$ cat src/rtl/pia_pkg.sv
`timescale 1ns / 1ps
// Shared types and constants for the two-port peripheral adapter register block.
// No dependencies.
package pia_pkg;

  localparam int NUM_UNITS_DEF = 4;
  localparam int MASK_W        = 4;

  typedef enum logic [1:0] {
    OP_WRITE = 2'd0,
    OP_READ  = 2'd1,
    OP_EVENT = 2'd2,
    OP_NOP   = 2'd3
  } op_t;

  typedef enum logic [1:0] {
    ADDR_PORT_A = 2'd0,
    ADDR_CTRL_A = 2'd1,
    ADDR_PORT_B = 2'd2,
    ADDR_CTRL_B = 2'd3
  } reg_addr_t;

  typedef enum logic [1:0] {
    LINE_CA1 = 2'd0,
    LINE_CA2 = 2'd1,
    LINE_CB1 = 2'd2,
    LINE_CB2 = 2'd3
  } line_t;

  localparam logic [7:0] CTRL_PORT_SEL = 8'h04;
  localparam logic [7:0] CTRL_FLAG1    = 8'h80;
  localparam logic [7:0] CTRL_FLAG2    = 8'h40;
  localparam logic [7:0] CTRL_FLAG1_CLR = 8'h7f;
  localparam logic [7:0] CTRL_HS_MODE  = 8'h28;
  localparam logic [7:0] PORT_PULLUP   = 8'hff;

  typedef struct packed {
    logic [1:0] op;
    logic [1:0] unit;
    logic [1:0] reg_addr;
    logic [7:0] write_data;
    logic [1:0] signal_line;
    logic [7:0] cable_in;
  } item_t;

  typedef struct packed {
    logic [7:0] read_data;
    logic       cable_write;
    logic [7:0] cable_out;
    logic       cable_read;
    logic       handshake;
  } result_t;

  typedef struct packed {
    logic valid;
    logic advance;
  } stage_ctl_t;

endpackage

$ cat src/rtl/pia_in_reg.sv
`timescale 1ns / 1ps
// Input register stage: captures one beat and holds it until the core advances.
// Depends on pia_pkg.
module pia_in_reg
  import pia_pkg::*;
(
  input  logic       clk,
  input  logic       rst,
  input  logic       in_valid,
  output logic       in_stall,
  input  item_t      in_item,
  input  logic       advance,
  output stage_ctl_t ctl,
  output item_t      item
);

  logic valid;
  logic valid_next;
  logic load;

  assign in_stall   = valid & ~advance;
  assign load       = in_valid & ~in_stall;
  assign valid_next = load | (valid & ~advance);

  always_ff @(posedge clk) begin
    if (rst) begin
      valid <= 1'b0;
    end else begin
      valid <= valid_next;
    end
  end

  always_ff @(posedge clk) begin
    if (load) begin
      item <= in_item;
    end
  end

  assign ctl.valid   = valid;
  assign ctl.advance = advance;

`ifndef ASSERT_OFF
  a_stall_means_full: assert property (@(posedge clk) disable iff (rst)
    in_stall |-> valid)
    else $error("input stalled with empty stage");
  a_held_item: assert property (@(posedge clk) disable iff (rst)
    (valid && !advance) |=> (valid && $stable(item)))
    else $error("held item lost or changed");
`endif

endmodule

$ cat src/rtl/pia_core.sv
`timescale 1ns / 1ps
// Per-unit adapter registers and the single-pass read/write/event datapath.
// Depends on pia_pkg.
module pia_core
  import pia_pkg::*;
#(
  parameter int NUM_UNITS = NUM_UNITS_DEF
) (
  input  logic              clk,
  input  logic              rst,
  input  stage_ctl_t        ctl,
  input  item_t             item,
  input  logic [MASK_W-1:0] cable_mask,
  output result_t           res
);

  localparam int UIDX_W = (NUM_UNITS > 1) ? $clog2(NUM_UNITS) : 1;

  logic [7:0] port_a_out [NUM_UNITS];
  logic [7:0] dir_a      [NUM_UNITS];
  logic [7:0] ctrl_a     [NUM_UNITS];
  logic [7:0] port_b_out [NUM_UNITS];
  logic [7:0] dir_b      [NUM_UNITS];
  logic [7:0] ctrl_b     [NUM_UNITS];

  logic [UIDX_W-1:0] idx;
  logic              hit;
  logic              upd;
  logic              cable;
  logic [7:0]        pa, da, ca, pb, db, cb;
  logic [7:0]        ext_a;
  op_t               op;
  reg_addr_t         addr;
  line_t             line;
  result_t           calc;

  assign idx   = UIDX_W'(item.unit);
  assign hit   = (32'(item.unit) < NUM_UNITS);
  assign upd   = ctl.valid & ctl.advance & hit;
  assign cable = cable_mask[item.unit];
  assign op    = op_t'(item.op);
  assign addr  = reg_addr_t'(item.reg_addr);
  assign line  = line_t'(item.signal_line);

  assign pa = port_a_out[idx];
  assign da = dir_a[idx];
  assign ca = ctrl_a[idx];
  assign pb = port_b_out[idx];
  assign db = dir_b[idx];
  assign cb = ctrl_b[idx];

  assign ext_a = cable ? item.cable_in : PORT_PULLUP;

  always_comb begin
    calc = '0;
    unique case (op)
      OP_WRITE: begin
        if (addr == ADDR_PORT_A) begin
          if ((ca & CTRL_PORT_SEL) != '0) begin
            calc.cable_write = cable;
            calc.cable_out   = cable ? item.write_data : 8'h00;
          end else begin
            calc.cable_write = 1'b1;
            calc.cable_out   = ~item.write_data | pa;
          end
        end
      end
      OP_READ: begin
        unique case (addr)
          ADDR_PORT_A: begin
            if ((ca & CTRL_PORT_SEL) != '0) begin
              calc.cable_read = cable;
              calc.handshake  = cable & ((ca & CTRL_HS_MODE) == CTRL_HS_MODE);
              calc.read_data  = (pa & da) | (ext_a & ~da);
            end else begin
              calc.read_data = da;
            end
          end
          ADDR_CTRL_A: calc.read_data = ca;
          ADDR_PORT_B: begin
            if ((cb & CTRL_PORT_SEL) != '0) begin
              calc.read_data = (pb & db) | (PORT_PULLUP & ~db);
            end else begin
              calc.read_data = db;
            end
          end
          ADDR_CTRL_B: calc.read_data = cb;
          default: calc.read_data = 8'h00;
        endcase
      end
      OP_EVENT: calc = '0;
      OP_NOP:   calc = '0;
      default:  calc = '0;
    endcase
  end

  assign res = hit ? calc : '0;

  always_ff @(posedge clk) begin
    if (rst) begin
      for (int i = 0; i < NUM_UNITS; i++) begin
        port_a_out[i] <= '0;
        dir_a[i]      <= '0;
        ctrl_a[i]     <= '0;
        port_b_out[i] <= '0;
        dir_b[i]      <= '0;
        ctrl_b[i]     <= '0;
      end
    end else if (upd) begin
      unique case (op)
        OP_WRITE: begin
          unique case (addr)
            ADDR_PORT_A: begin
              if ((ca & CTRL_PORT_SEL) != '0) begin
                port_a_out[idx] <= item.write_data;
              end else begin
                dir_a[idx] <= item.write_data;
              end
            end
            ADDR_CTRL_A: ctrl_a[idx] <= item.write_data;
            ADDR_PORT_B: begin
              if ((cb & CTRL_PORT_SEL) != '0) begin
                port_b_out[idx] <= item.write_data;
              end else begin
                dir_b[idx] <= item.write_data;
              end
            end
            ADDR_CTRL_B: ctrl_b[idx] <= item.write_data;
            default: ;
          endcase
        end
        OP_READ: begin
          if (addr == ADDR_PORT_A && (ca & CTRL_PORT_SEL) != '0) begin
            ctrl_a[idx] <= ca & CTRL_FLAG1_CLR;
          end
          if (addr == ADDR_PORT_B && (cb & CTRL_PORT_SEL) != '0) begin
            ctrl_b[idx] <= cb & CTRL_FLAG1_CLR;
          end
        end
        OP_EVENT: begin
          unique case (line)
            LINE_CA1: ctrl_a[idx] <= ca | CTRL_FLAG1;
            LINE_CA2: ctrl_a[idx] <= ca | CTRL_FLAG2;
            LINE_CB1: ctrl_b[idx] <= cb | CTRL_FLAG1;
            LINE_CB2: ctrl_b[idx] <= cb | CTRL_FLAG2;
            default: ;
          endcase
        end
        OP_NOP: ;
        default: ;
      endcase
    end
  end

`ifndef ASSERT_OFF
  a_miss_quiet: assert property (@(posedge clk) disable iff (rst)
    !hit |-> (res == '0))
    else $error("missing unit produced a result");
  a_hs_needs_cable: assert property (@(posedge clk) disable iff (rst)
    res.handshake |-> (res.cable_read && cable))
    else $error("handshake without cable read");
  a_port_a_read_clears: assert property (@(posedge clk) disable iff (rst)
    (upd && op == OP_READ && addr == ADDR_PORT_A && (ca & CTRL_PORT_SEL) != '0)
      |=> (ctrl_a[$past(idx)][7] == 1'b0))
    else $error("port A read left flag set");
  a_event_sets: assert property (@(posedge clk) disable iff (rst)
    (upd && op == OP_EVENT && line == LINE_CB1) |=> (ctrl_b[$past(idx)][7] == 1'b1))
    else $error("CB1 event did not set flag");
`endif

endmodule

$ cat src/rtl/pia_port_register_block.sv
`timescale 1ns / 1ps
// Top level: input register, adapter core and result register.
// Depends on pia_pkg, pia_in_reg, pia_core.
//
//   channel   handshake                 payload
//   in        in_valid / in_stall       op unit reg_addr write_data signal_line cable_in
//   out       out_valid / out_stall     read_data cable_write cable_out cable_read handshake
//   cfg       cfg_valid / cfg_ready     cable_enable_mask
//
// One beat per cycle while out_stall is low; out_valid is registered as its beat leaves the input register.
// Register update and result both happen as the beat leaves the input register.
// Sync reset clears all adapter registers, the cable mask and both valid flags.
// out_stall holds the result register; in_stall rises only when both stages are full.
// cfg_ready is high while the input register is empty.
module pia_port_register_block
  import pia_pkg::*;
#(
  parameter int NUM_UNITS = NUM_UNITS_DEF
) (
  input  logic              clk,
  input  logic              rst,
  input  logic              in_valid,
  output logic              in_stall,
  input  logic [1:0]        op,
  input  logic [1:0]        unit,
  input  logic [1:0]        reg_addr,
  input  logic [7:0]        write_data,
  input  logic [1:0]        signal_line,
  input  logic [7:0]        cable_in,
  output logic              out_valid,
  input  logic              out_stall,
  output logic [7:0]        read_data,
  output logic              cable_write,
  output logic [7:0]        cable_out,
  output logic              cable_read,
  output logic              handshake,
  input  logic              cfg_valid,
  output logic              cfg_ready,
  input  logic [MASK_W-1:0] cable_enable_mask
);

  item_t             in_item;
  item_t             item;
  stage_ctl_t        ctl;
  result_t           res;
  result_t           res_q;
  logic              advance;
  logic              out_valid_next;
  logic [MASK_W-1:0] cable_mask;

  assign in_item = '{op: op, unit: unit, reg_addr: reg_addr, write_data: write_data,
                     signal_line: signal_line, cable_in: cable_in};

  assign advance   = ~out_valid | ~out_stall;
  assign cfg_ready = ~ctl.valid;

  pia_in_reg u_in_reg (
    .clk      (clk),
    .rst      (rst),
    .in_valid (in_valid),
    .in_stall (in_stall),
    .in_item  (in_item),
    .advance  (advance),
    .ctl      (ctl),
    .item     (item)
  );

  pia_core #(
    .NUM_UNITS (NUM_UNITS)
  ) u_core (
    .clk        (clk),
    .rst        (rst),
    .ctl        (ctl),
    .item       (item),
    .cable_mask (cable_mask),
    .res        (res)
  );

  assign out_valid_next = (ctl.valid & advance) | (out_valid & out_stall);

  always_ff @(posedge clk) begin
    if (rst) begin
      out_valid  <= 1'b0;
      cable_mask <= '0;
    end else begin
      out_valid <= out_valid_next;
      if (cfg_valid && cfg_ready) begin
        cable_mask <= cable_enable_mask;
      end
    end
  end

  always_ff @(posedge clk) begin
    if (ctl.valid && advance) begin
      res_q <= res;
    end
  end

  assign read_data   = res_q.read_data;
  assign cable_write = res_q.cable_write;
  assign cable_out   = res_q.cable_out;
  assign cable_read  = res_q.cable_read;
  assign handshake   = res_q.handshake;

`ifndef ASSERT_OFF
  a_stall_only_blocked: assert property (@(posedge clk) disable iff (rst)
    in_stall |-> (out_valid && out_stall))
    else $error("input stalled while output free");
  a_result_follows: assert property (@(posedge clk) disable iff (rst)
    (ctl.valid && advance) |=> out_valid)
    else $error("advanced beat produced no result");
  a_result_holds: assert property (@(posedge clk) disable iff (rst)
    (out_valid && out_stall) |=> $stable(res_q))
    else $error("stalled result register changed");
`endif

endmodule

$ cat config.mk
export PLATFORM = sky130hd
export DESIGN_NAME = pia_port_register_block
export DESIGN_NICKNAME = d
export VERILOG_FILES = /design/src/rtl/pia_pkg.sv /design/src/rtl/pia_in_reg.sv /design/src/rtl/pia_core.sv /design/src/rtl/pia_port_register_block.sv
export SDC_FILE = /design/constraint.sdc
export NUM_CORES = 1
export LEC_CHECK = 0
export BUFFER_PORTS_ARGS = -buffer_cell sky130_fd_sc_hd__buf_2
export CAP_MARGIN = 30
export CORE_UTILIZATION = 32
export DETAILED_ROUTE_END_ITERATION = 12
export PLACE_DENSITY = 0.48
export SLEW_MARGIN = 20
export SYNTH_ARGS = -nofsm -noshare
export SYNTH_HDL_FRONTEND = slang
export SYNTH_SLANG_ARGS = --single-unit
$ cat constraint.sdc
create_clock -name clk -period 2.7 [get_ports clk]
set_input_delay 0.135 -clock clk [delete_from_list [all_inputs] [get_ports clk]]
set_output_delay 0.135 -clock clk [all_outputs]
set_load 0.02 [all_outputs]
==> qor.txt, run 1 <==
Min Tclk post-route: 2.457 ns
Req. time, crit path: 2.96 ns
Initial antenna violation count: 0
Data arrival, critical path: 2.72 ns
Top-Level Pins: 55
Clock buffer depth: 3
Int Power: 6.712 mW
CTS HTree Levels: 1
Share of the synthesized area in the top cell type: 0.6336
CTS tree: built
Nets: 906
Total grt overflow: 0
Count of buffer and inverter cells on the critical path: 1
WL per Instance: 23.55 um
Crit end category: flip-flop
Met2 WL: 14,230 um
CP max stage cell: mux4_2
ANT nets after route: 0
Net Sw Frac: 0.2413
Via count: 7,147
Max-Cap Viols: 0
Fmax: 407.0 MHz
Placed insts: 1,262
Gate power share: 0.098
Endpoints failing setup: 0
Syn Nets: 825
TritonCTS Buffers: 27
Worst hold path startpoint: rst
Met1 Routed Length: 14,830 um
First DRT Iteration DRCs: 704
Cell Rows: 67
ANT cells: 0
EDFF count, synth: 235
Cell Area, Synth: 11,140 um^2
Leak: 4.900 nW
First-pass DRT Iterations: 5
Fin. Hold Viols: 0
Total power: 8.846 mW
Slew HR: 0.5225
P per Cell Area: 670.9 nW/um^2
Vias in the first global route: 7,073
RSZ-0062 raised after global routing: no
Status: finished, final reports clean
Met3 wire length: 1790 um
Setup_tns: 0 ns
Overall Global Routing Usage: 0.1779
Dpl hpwl: 20,770 um
Largest net degree at the start of global routing: 65
Via/cell ratio: 5.342
Clock power share: 0.408
Root buf cell: clkbuf_16
Post-synthesis cell count: 792
Top cells by area, synth: edfxtp_1 (63%), mux4_2 (8.9%), and3_1 (3.2%), nor4_1 (2.8%), nor2_1 (2.6%)
Fillers: 3,249
Psw: 2.135 mW
Die H: 188.6 um
Total Wirelength: 31,510 um
First-pass GRT wire length: 47,040 um
Area leader, netlist: edfxtp_1
DIE WIDTH: 188.6 um
Worst-Margin Slew: 0.7163 ns
Post-cts sizing count: 0
Clock slew at reported path FFs: 0.06 ns
Setup crit start kind: flip-flop
Max Used Layer: met4
Skew final: 0.01562 ns
Asr flop ratio synth: 0
Worst-Skew Late Latency: 0.54 ns
Final period util: 0.9101
Post-synthesis sequential area ratio: 0.6479
Final Max Tran Viols: 0
Cell Count, Final, Fillers Out: 1,338
Critical Path, Cell by Cell: mux4_2 -> buf_4 -> o21a_1 -> o311ai_0 -> a31oi_1
Main synth FF type: edfxtp_1
Number of port buffers: 54
Crit-path max FO: 25
Yosys warns: 0
Sink Count: 243
Post-synthesis cell type count: 53
CORE AREA: 33,870 um^2
Drt drc: 0
CP peak stage delay: 0.62 ns
Crit Path Class: reg -> reg
Initial Util: 0.3289
Post-synthesis sequential element count: 243
CP top delay family: compound AO/OA/AOI/OAI gates
Share of cells above drive strength 1: 0.2326
Area grow syn2layout: 18.39%
Syn_area_per_cell: 14.06 um^2
Sequential power share: 0.495
Placer Congestion: 0.8393
Die area: 35,560 um^2
Hold Crit Class: in -> reg
Maximum vdd ir drop: 427.3 uV
## synth_stat cells, drive strengths merged (5+ instances only)
cell type	n
nand2b	10
a21o	11
mux4	44
nor4	53
o22a	5
nand3b	7
dfxtp	8
o21a	6
o311ai	5
inv	27
a41o	6
edfxtp	235
nor3	31
mux2	8
nor2	76
clkbuf	54
nor2b	7
clkinv	8
buf	25
a31oi	8
a211oi	9
a21oi	6
mux2i	12
and3	57
a22oi	9
o21ai	10
nand2	8
nand3	5
and2	12
## metrics by stage
stage	cell area (um^2)	utilization	setup slack, ns	hold WS (ns)
finish	13190	0.3894	0.2428	0.1150
global route	13190	0.3894	0.09843	0.1177
CTS	13190	0.3894	0.2223	0.09305
detailed placement	12040	0.3554	0.2163	0.3131
global placement	12040	0.3554	0.2266	0.3123
floorplan	11140	-	0.3018	0.2339
## worst reg2reg max path, cell delays in order, from the launching register on
cell and delay [ns]:
dfxtp_4 0.49, mux4_2 0.62, buf_4 0.26, o21a_1 0.14, o311ai_0 0.57, a31oi_1 0.10
## state kept, by name (all words and copies together) (netlist names), 4 cells and up, named ones only
signal / flops
u_core.dir_b: 32
u_core.port_b_out: 32
u_core.port_a_out: 32
read_data: 8
cable_out: 8
u_core.ctrl_b: 32
cable_mask: 4
u_core.dir_a: 32
u_core.ctrl_a: 32
u_in_reg.item: 24
## power by group through the flow
stage | Sequential (mW) | Combinational (mW) | Clock, mW
2_1_floorplan | 4.40 | 0.532 | 0
3_3_place_gp | 4.45 | 0.839 | 0
3_5_place_dp | 4.45 | 0.838 | 0
4_1_cts | 4.38 | 0.873 | 3.67
5_1_grt | 4.39 | 0.923 | 3.81
6_report | 4.37 | 0.865 | 3.61
## final timing paths
kind                    endpoint  slack, ns  depth (start not counted)
setup / recovery    read_data[6]       0.24                          5
hold / removal    u_in_reg.valid       0.11                          3
setup reg to reg    read_data[6]       0.24                          5
hold reg to reg    cable_mask[2]       0.51                          2
## repair_timing
action,4_1_cts,5_1_grt
hold buffers,30,0
hold endpoints to repair,32,0
setup buffers,0,0
## placed cells by master (no fill, tap or decap), types with 7 or more instances in the layout
master and instances:
inv_1 27, buf_2 54, buf_4 44, nor4_1 50, edfxtp_1 235, nor3_1 30, nor2_1 76, a31oi_1 8
a22oi_1 9, mux2_2 8, mux4_2 44, a21o_1 11, a211oi_1 9, o21ai_0 10, nand2_1 7, nor2b_1 7
and3_1 57, clkbuf_16 27, and2_1 11, clkinv_1 12, nand3b_1 7, nand2b_1 9, mux2i_1 12, dlygate4sd3_1 30
## logic make-up after synthesis
family / Yosys count / synth area share
multiplexers: 64 / 0.1078
buffers and inverters: 114 / 0.04156
AND/OR/NAND/NOR: 272 / 0.1352
flip-flops: 243 / 0.6479
AO/OA/AOI/OAI: 99 / 0.06740
## area by class of cell
class | instances | area [um^2] | area share
Clock buffer | 31 | 690.7 | 0.05238
Clock inverter | 15 | 160.2 | 0.01215
Inverter | 35 | 131.4 | 0.009963
Multi-Input combinational cell | 435 | 3461 | 0.2625
Sequential cell | 243 | 7222 | 0.5477
Tap cell | 448 | 560.5 | 0.04251
Timing Repair Buffer | 131 | 960.9 | 0.07287
## per-layer routing
layer  global-route usage  vias to the layer above
met5                    0                        -
li1                     -                     3255
met1               0.2675                     3605
met3              0.02626                       47
met4              0.03877                        0
met2               0.2711                      240
Note: power is estimated with default switching activity, not from simulation.
==> inputs of run 2 (changes only) <==
--- a/config.mk
+++ b/config.mk
@@ -9,6 +9,7 @@
 export CAP_MARGIN = 30
 export CORE_UTILIZATION = 32
 export DETAILED_ROUTE_END_ITERATION = 12
+export GPL_TIMING_DRIVEN = 0
 export PLACE_DENSITY = 0.48
 export SLEW_MARGIN = 20
 export SYNTH_ARGS = -nofsm -noshare
==> run 2 against run 1 <==
Compared with the run above:
- clock-buffer cell count down 1
- non-clock buffer count grew 35
- power grew 4.1%
- via count is 4.3% higher
- worst hold slack improved by 0.073 ns
- first-iteration DRC count decreased by 9.4%
- largest cell class unchanged
- global-route usage up 1.4 points
- critical path depth increased by 2
- critical path type unchanged
- sequential share of layout area shrank 0.73 points
==> qor.txt, run 2 (synthesis results as in run 1) <==
Setup crit start kind: flip-flop
CTS tree: built
Sink Count: 243 (unchanged)
Fillers: 3,244 (-0.15%)
CP top delay family: buffers and inverters
Placer Congestion: 0.8280 (-1.3%)
Finished Core Util: 0.3943 (+0.004987)
RR Startpoint: u_in_reg.item[18]
RSZ-0062 raised after global routing: no
Setup_tns: 0 ns (unchanged)
Placed insts: 1,298 (+2.9%)
Overall Global Routing Usage: 0.1920 (+0.01408)
First-pass GRT wire length: 49,740 um (+5.7%)
Area grow syn2layout: 19.91%
Slew HR: 0.3917 (-0.1308)
Leak: 4.899 nW (about the same)
Initial Util: 0.3289 (unchanged)
Min Tclk post-route: 2.619 ns (+0.1615 ns)
Via count: 7,456 (+4.3%)
First DRT Iteration DRCs: 638 (-9.4%)
DIE WIDTH: 188.6 um (unchanged)
Top-Level Pins: 55 (unchanged)
Storage cell area: 7217 um^2 (about the same)
Most common cell after layout, fill and taps aside: edfxtp_1
Share of cells above drive strength 1: 0.2298 (-0.002811)
Die area: 35,560 um^2 (unchanged)
Fmax: 381.9 MHz (-6.2%)
Cell Count, Final, Fillers Out: 1,376 (+2.8%)
Root buf cell: clkbuf_16
Nets: 940 (+3.8%)
Max-Cap Viols: 0 (unchanged)
Fin. Hold Viols: 0 (unchanged)
P per Cell Area: 689.9 nW/um^2 (+2.8%)
CP most frequent cell: clkbuf_1
CP max stage cell: a211oi_1
Total power: 9.213 mW (+4.1%)
Post-CTS setup buffer count: 0 (unchanged)
Hold Crit Class: in -> reg
Largest net degree at the start of global routing: 25 (-62%)
Worst-Skew Late Latency: 0.54 ns (about the same)
Crit Path Class: reg -> reg
WHS: 0.1879 ns (+0.07297 ns)
Status: finished, final reports clean
Critical Path, Cell by Cell: buf_2 -> or2_0 -> clkbuf_1 -> or2_1 -> a21o_1 -> clkbuf_1 -> a211oi_1
Clock buffer depth: 3 (unchanged)
TritonCTS Buffers: 26 (-3.7%)
Multi-input gate area: 3550 um^2 (+2.6%)
Initial antenna violation count: 0 (unchanged)
Skew final: 0.02182 ns (+0.006196 ns)
Number of port buffers: 54 (unchanged)
Die H: 188.6 um (unchanged)
Dpl hpwl: 23,450 um (+13%)
Count of buffer and inverter cells on the critical path: 3 (+2)
Endpoints failing setup: 0 (unchanged)
Crit end category: flip-flop
CTS HTree Levels: 1 (unchanged)
Worst hold path startpoint: rst
CP peak stage delay: 0.44 ns (-0.18 ns)
Via/cell ratio: 5.419 (+1.4%)
CORE AREA: 33,870 um^2 (unchanged)
Cell Rows: 67 (unchanged)
Total grt overflow: 0 (unchanged)
Final Max Tran Viols: 0 (unchanged)
Data arrival, critical path: 2.92 ns (+0.20 ns)
CP Launch Point: u_in_reg.item[18]
Total Wirelength: 34,070 um (+8.1%)
ANT nets after route: 0 (unchanged)
Req. time, crit path: 3.00 ns (+0.04 ns)
Clock slew at reported path FFs: 0.06 ns (about the same)
Maximum vdd ir drop: 477.0 uV (+12%)
Vias in the first global route: 7,494 (+6.0%)
Worst-Margin Slew: 0.9106 ns (+0.1943 ns)
WL per Instance: 24.76 um (+5.1%)
Drt drc: 0 (unchanged)
First-pass DRT Iterations: 5 (unchanged)
Crit-path max FO: 10 (-60%)
Final period util: 0.9699 (+0.05981)
Commonest non-fill, non-tap cells in the layout: edfxtp_1 (235), nor2_1 (74), buf_2 (71), and3_1 (57), clkbuf_1 (51)
[run 2: changes by cell type in the layout (fill, tap and decap cells not counted), sizes merged]
| cell | change |
|---|---|
| inv | -1 |
| clkbuf | +54 |
| clkinvlp | +1 |
| buf | -20 |
| bufinv | +3 |
| diode | +1 |
[run 2: through the flow]
| step | setup slack (ns) | instance area (um^2) |
|---|---|---|
| final | 0.08132 | 13360 |
| after global routing | 0.01057 | 13350 |
| after CTS | 0.001124 | 13310 |
| after detailed placement | -0.6746 | 12010 |
| after global placement | -0.8295 | 11970 |
| after floorplan | 0.3018 | 11140 |
[run 2: repair_timing]
action | 4_1_cts | 5_1_grt
resized for setup | 18 | 21
endpoints found under the setup margin | 70 | 134
hold buffers | 30 | 0
hold endpoints to repair | 32 | 0
gates cloned | 0 | 0
[run 2: where the power goes]
part / total, mW / leakage [nW] / internal, mW / switching [mW]
Combinational: 0.962 / 1.98 / 0.324 / 0.638
Clock: 3.92 / 0.446 / 2.40 / 1.53
Sequential: 4.33 / 2.47 / 4.28 / 0.0516
Total: 9.21 / 4.90 / 7.00 / 2.22
[run 2: worst paths after layout]
check | cells after the start | endpoint | slack [ns]
max | 7 | cable_out[4] | 0.08
min | 3 | cable_mask[2] | 0.19
max reg2reg | 7 | cable_out[4] | 0.08
min reg2reg | 2 | cable_mask[3] | 0.51
[run 2: final cells by class]
cell class,count,share of cell area
sequential,243,0.5404
tap,448,0.04197
clock inverter,18,0.01846
antenna,1,0.0001874
clock buffer,30,0.05143
multi-input combinational,435,0.2658
timing repair buffer,88,0.04591
buffer,78,0.02604
inverter,35,0.009837
[run 2: worst min-delay path: stages]
cell      delay (ns)
buf_2           0.15
clkbuf_1        0.25
nor2_1          0.14
[run 2: routing by layer]
layer,GRT usage,part of all wire,vias up
met2,0.2996,0.45,311
li1,-,-,3323
met3,0.03855,0.071,49
met1,0.2702,0.45,3773
met5,0,0,-
met4,0.05552,0.028,0
==> inputs of run 3 (changes only) <==
--- a/config.mk
+++ b/config.mk
@@ -10,7 +10,8 @@
 export CORE_UTILIZATION = 32
 export DETAILED_ROUTE_END_ITERATION = 12
 export GPL_TIMING_DRIVEN = 0
-export PLACE_DENSITY = 0.48
+export PLACE_DENSITY = 0.5
+export SKIP_CTS_REPAIR_TIMING = 1
 export SLEW_MARGIN = 20
 export SYNTH_ARGS = -nofsm -noshare
 export SYNTH_HDL_FRONTEND = slang
==> run 3 against run 2 <==
Compared with the run above:
- via count is 0.35% lower
- clock skew is 0.0018 ns lower
- largest power group unchanged
- worst hold slack worse by 0.018 ns
- setup slack worse by 0.015 ns
- core utilization is 0.20 points lower
- maximum frequency is 0.56% lower
- clock-buffer cell count is 4 higher
- flip-flop and latch count stayed put
- wire length is 0.83% lower
- critical path type unchanged
- largest cell class unchanged
- critical path depth stayed put
- die area stayed put
==> qor.txt, run 3 (synthesis results as in run 1) <==
Commonest non-fill, non-tap cells in the layout: edfxtp_1 (235), nor2_1 (74), buf_2 (70), and3_1 (57), clkbuf_1 (55)
First DRT Iteration DRCs: 733 (+15%)
Min Tclk post-route: 2.633 ns (+0.01479 ns)
Worst-Skew Late Latency: 0.55 ns (about the same)
Net Sw Frac: 0.2454 (+0.004801)
Clock buffer depth: 3 (unchanged)
Via/cell ratio: 5.412 (-0.13%)
Leak: 4.873 nW (-0.54%)
Crit end category: flip-flop
Req. time, crit path: 3.01 ns (about the same)
Drt drc: 0 (unchanged)
TritonCTS Buffers: 26 (unchanged)
Clock power share: 0.405 (-0.021)
Sequential power share: 0.487 (+0.017)
Crit Path Class: reg -> reg
Die H: 188.6 um (unchanged)
Finished Core Util: 0.3923 (-0.001995)
Endpoints failing setup: 0 (unchanged)
ANT cells: 0 (-1)
ANT nets after route: 0 (unchanged)
Nets: 939 (-0.11%)
CP max stage cell: mux4_2
Status: finished, final reports clean
Slew HR: 0.3580 (-0.03366)
Fin. Hold Viols: 0 (unchanged)
Maximum vdd ir drop: 513.8 uV (+7.7%)
Vias in the first global route: 7,253 (-3.2%)
Crit-path max FO: 10 (unchanged)
First-pass GRT wire length: 49,120 um (-1.2%)
Hold Crit Class: in -> reg
CP peak stage delay: 0.40 ns (-0.04 ns)
Fmax: 379.7 MHz (-0.56%)
Share of cells above drive strength 1: 0.2227 (-0.007071)
CTS HTree Levels: 1 (unchanged)
Storage cell area: 7217 um^2 (unchanged)
Psw: 2.183 mW (-1.5%)
CP top delay family: buffers and inverters
Setup_tns: 0 ns (unchanged)
WHS: 0.1702 ns (-0.01774 ns)
CORE AREA: 33,870 um^2 (unchanged)
Critical Path, Cell by Cell: buf_2 -> clkbuf_4 -> buf_2 -> mux4_2 -> nand3b_1 -> o311ai_2 -> a31oi_1
Top-Level Pins: 55 (unchanged)
Overall Global Routing Usage: 0.1898 (-0.002192)
Max-Cap Viols: 0 (unchanged)
Largest net degree at the start of global routing: 25 (unchanged)
Setup crit start kind: flip-flop
Data arrival, critical path: 2.94 ns (+0.02 ns)
First-pass DRT Iterations: 5 (unchanged)
Multi-input gate area: 3576 um^2 (+0.74%)
Total grt overflow: 0 (unchanged)
Worst-Margin Slew: 0.9610 ns (+0.05038 ns)
WL per Instance: 24.61 um (-0.62%)
RSZ-0062 raised after global routing: no
Clock slew at reported path FFs: 0.07 ns (about the same)
Final period util: 0.9754 (+0.005478)
Count of buffer and inverter cells on the critical path: 3 (unchanged)
Die area: 35,560 um^2 (unchanged)
Total Wirelength: 33,790 um (-0.83%)
Skew final: 0.02000 ns (-0.001822 ns)
Most common cell after layout, fill and taps aside: edfxtp_1
Gate power share: 0.109 (+0.005)
Int Power: 6.711 mW (-4.1%)
P per Cell Area: 669.4 nW/um^2 (-3.0%)
Placed insts: 1,294 (-0.31%)
Cell Rows: 67 (unchanged)
Area grow syn2layout: 19.30%
Initial antenna violation count: 0 (unchanged)
Number of port buffers: 54 (unchanged)
DIE WIDTH: 188.6 um (unchanged)
Dpl hpwl: 23,010 um (-1.9%)
Root buf cell: clkbuf_16
Placer Congestion: 0.8522 (+2.9%)
Final Max Tran Viols: 0 (unchanged)
Cell Count, Final, Fillers Out: 1,373 (-0.22%)
Fillers: 3,267 (+0.71%)
CTS tree: built
CP most frequent cell: buf_2
Via count: 7,430 (-0.35%)
Sink Count: 243 (unchanged)
Total power: 8.894 mW (-3.5%)
Initial Util: 0.3289 (unchanged)
-- run 3: metal layers --
layer | vias to the layer above | global-route usage | wire length, um
li1 | 3323 | - | -
met4 | 0 | 0.05552 | 833
met5 | - | 0 | 0
met3 | 54 | 0.04284 | 2719
met1 | 3737 | 0.2714 | 15060
met2 | 316 | 0.2873 | 15180
-- run 3: layout make-up --
| cell class | instances | share of cell area |
|---|---|---|
| Sequential cell | 243 | 0.5431 |
| Multi-Input combinational cell | 435 | 0.2691 |
| Clock buffer | 34 | 0.05283 |
| Timing Repair Buffer | 87 | 0.04652 |
| Tap cell | 448 | 0.04218 |
| Buffer | 78 | 0.02618 |
| Clock inverter | 13 | 0.01017 |
| Inverter | 35 | 0.009887 |
-- run 3: power groups by stage --
| stage | clock, mW | sequential, mW | combinational, mW |
|---|---|---|---|
| 2_1_floorplan | 0 | 4.40 | 0.532 |
| 3_3_place_gp | 0 | 4.41 | 0.892 |
| 3_5_place_dp | 0 | 4.41 | 0.891 |
| 4_1_cts | 3.63 | 4.33 | 0.895 |
| 5_1_grt | 3.79 | 4.34 | 1.02 |
| 6_report | 3.60 | 4.33 | 0.967 |
-- run 3: final timing paths --
kind / startpoint / to / slack, ns / cells after the start
worst min register to register: cable_mask[3] / cable_mask[3] / 0.50 / 2
worst max-delay path: flip-flop / read_data[6] / 0.07 / 7
worst min-delay path: rst / u_core.dir_a[2][1] / 0.17 / 3
worst max register to register: flip-flop / read_data[6] / 0.07 / 7
-- run 3: stage by stage --
stage / area (um^2) / worst slack [ns]
floorplan: 11140 / 0.3018
global placement: 11970 / -0.7728
detailed placement: 11970 / -0.7660
CTS: 12810 / -0.7940
global route: 13290 / 0.001639
finish: 13290 / 0.06653
-- run 3: worst min-delay path: cells and delay by family --
family | cells | cell delay, ns
buf+inv | 1 | 0.17
simple gates | 2 | 0.24
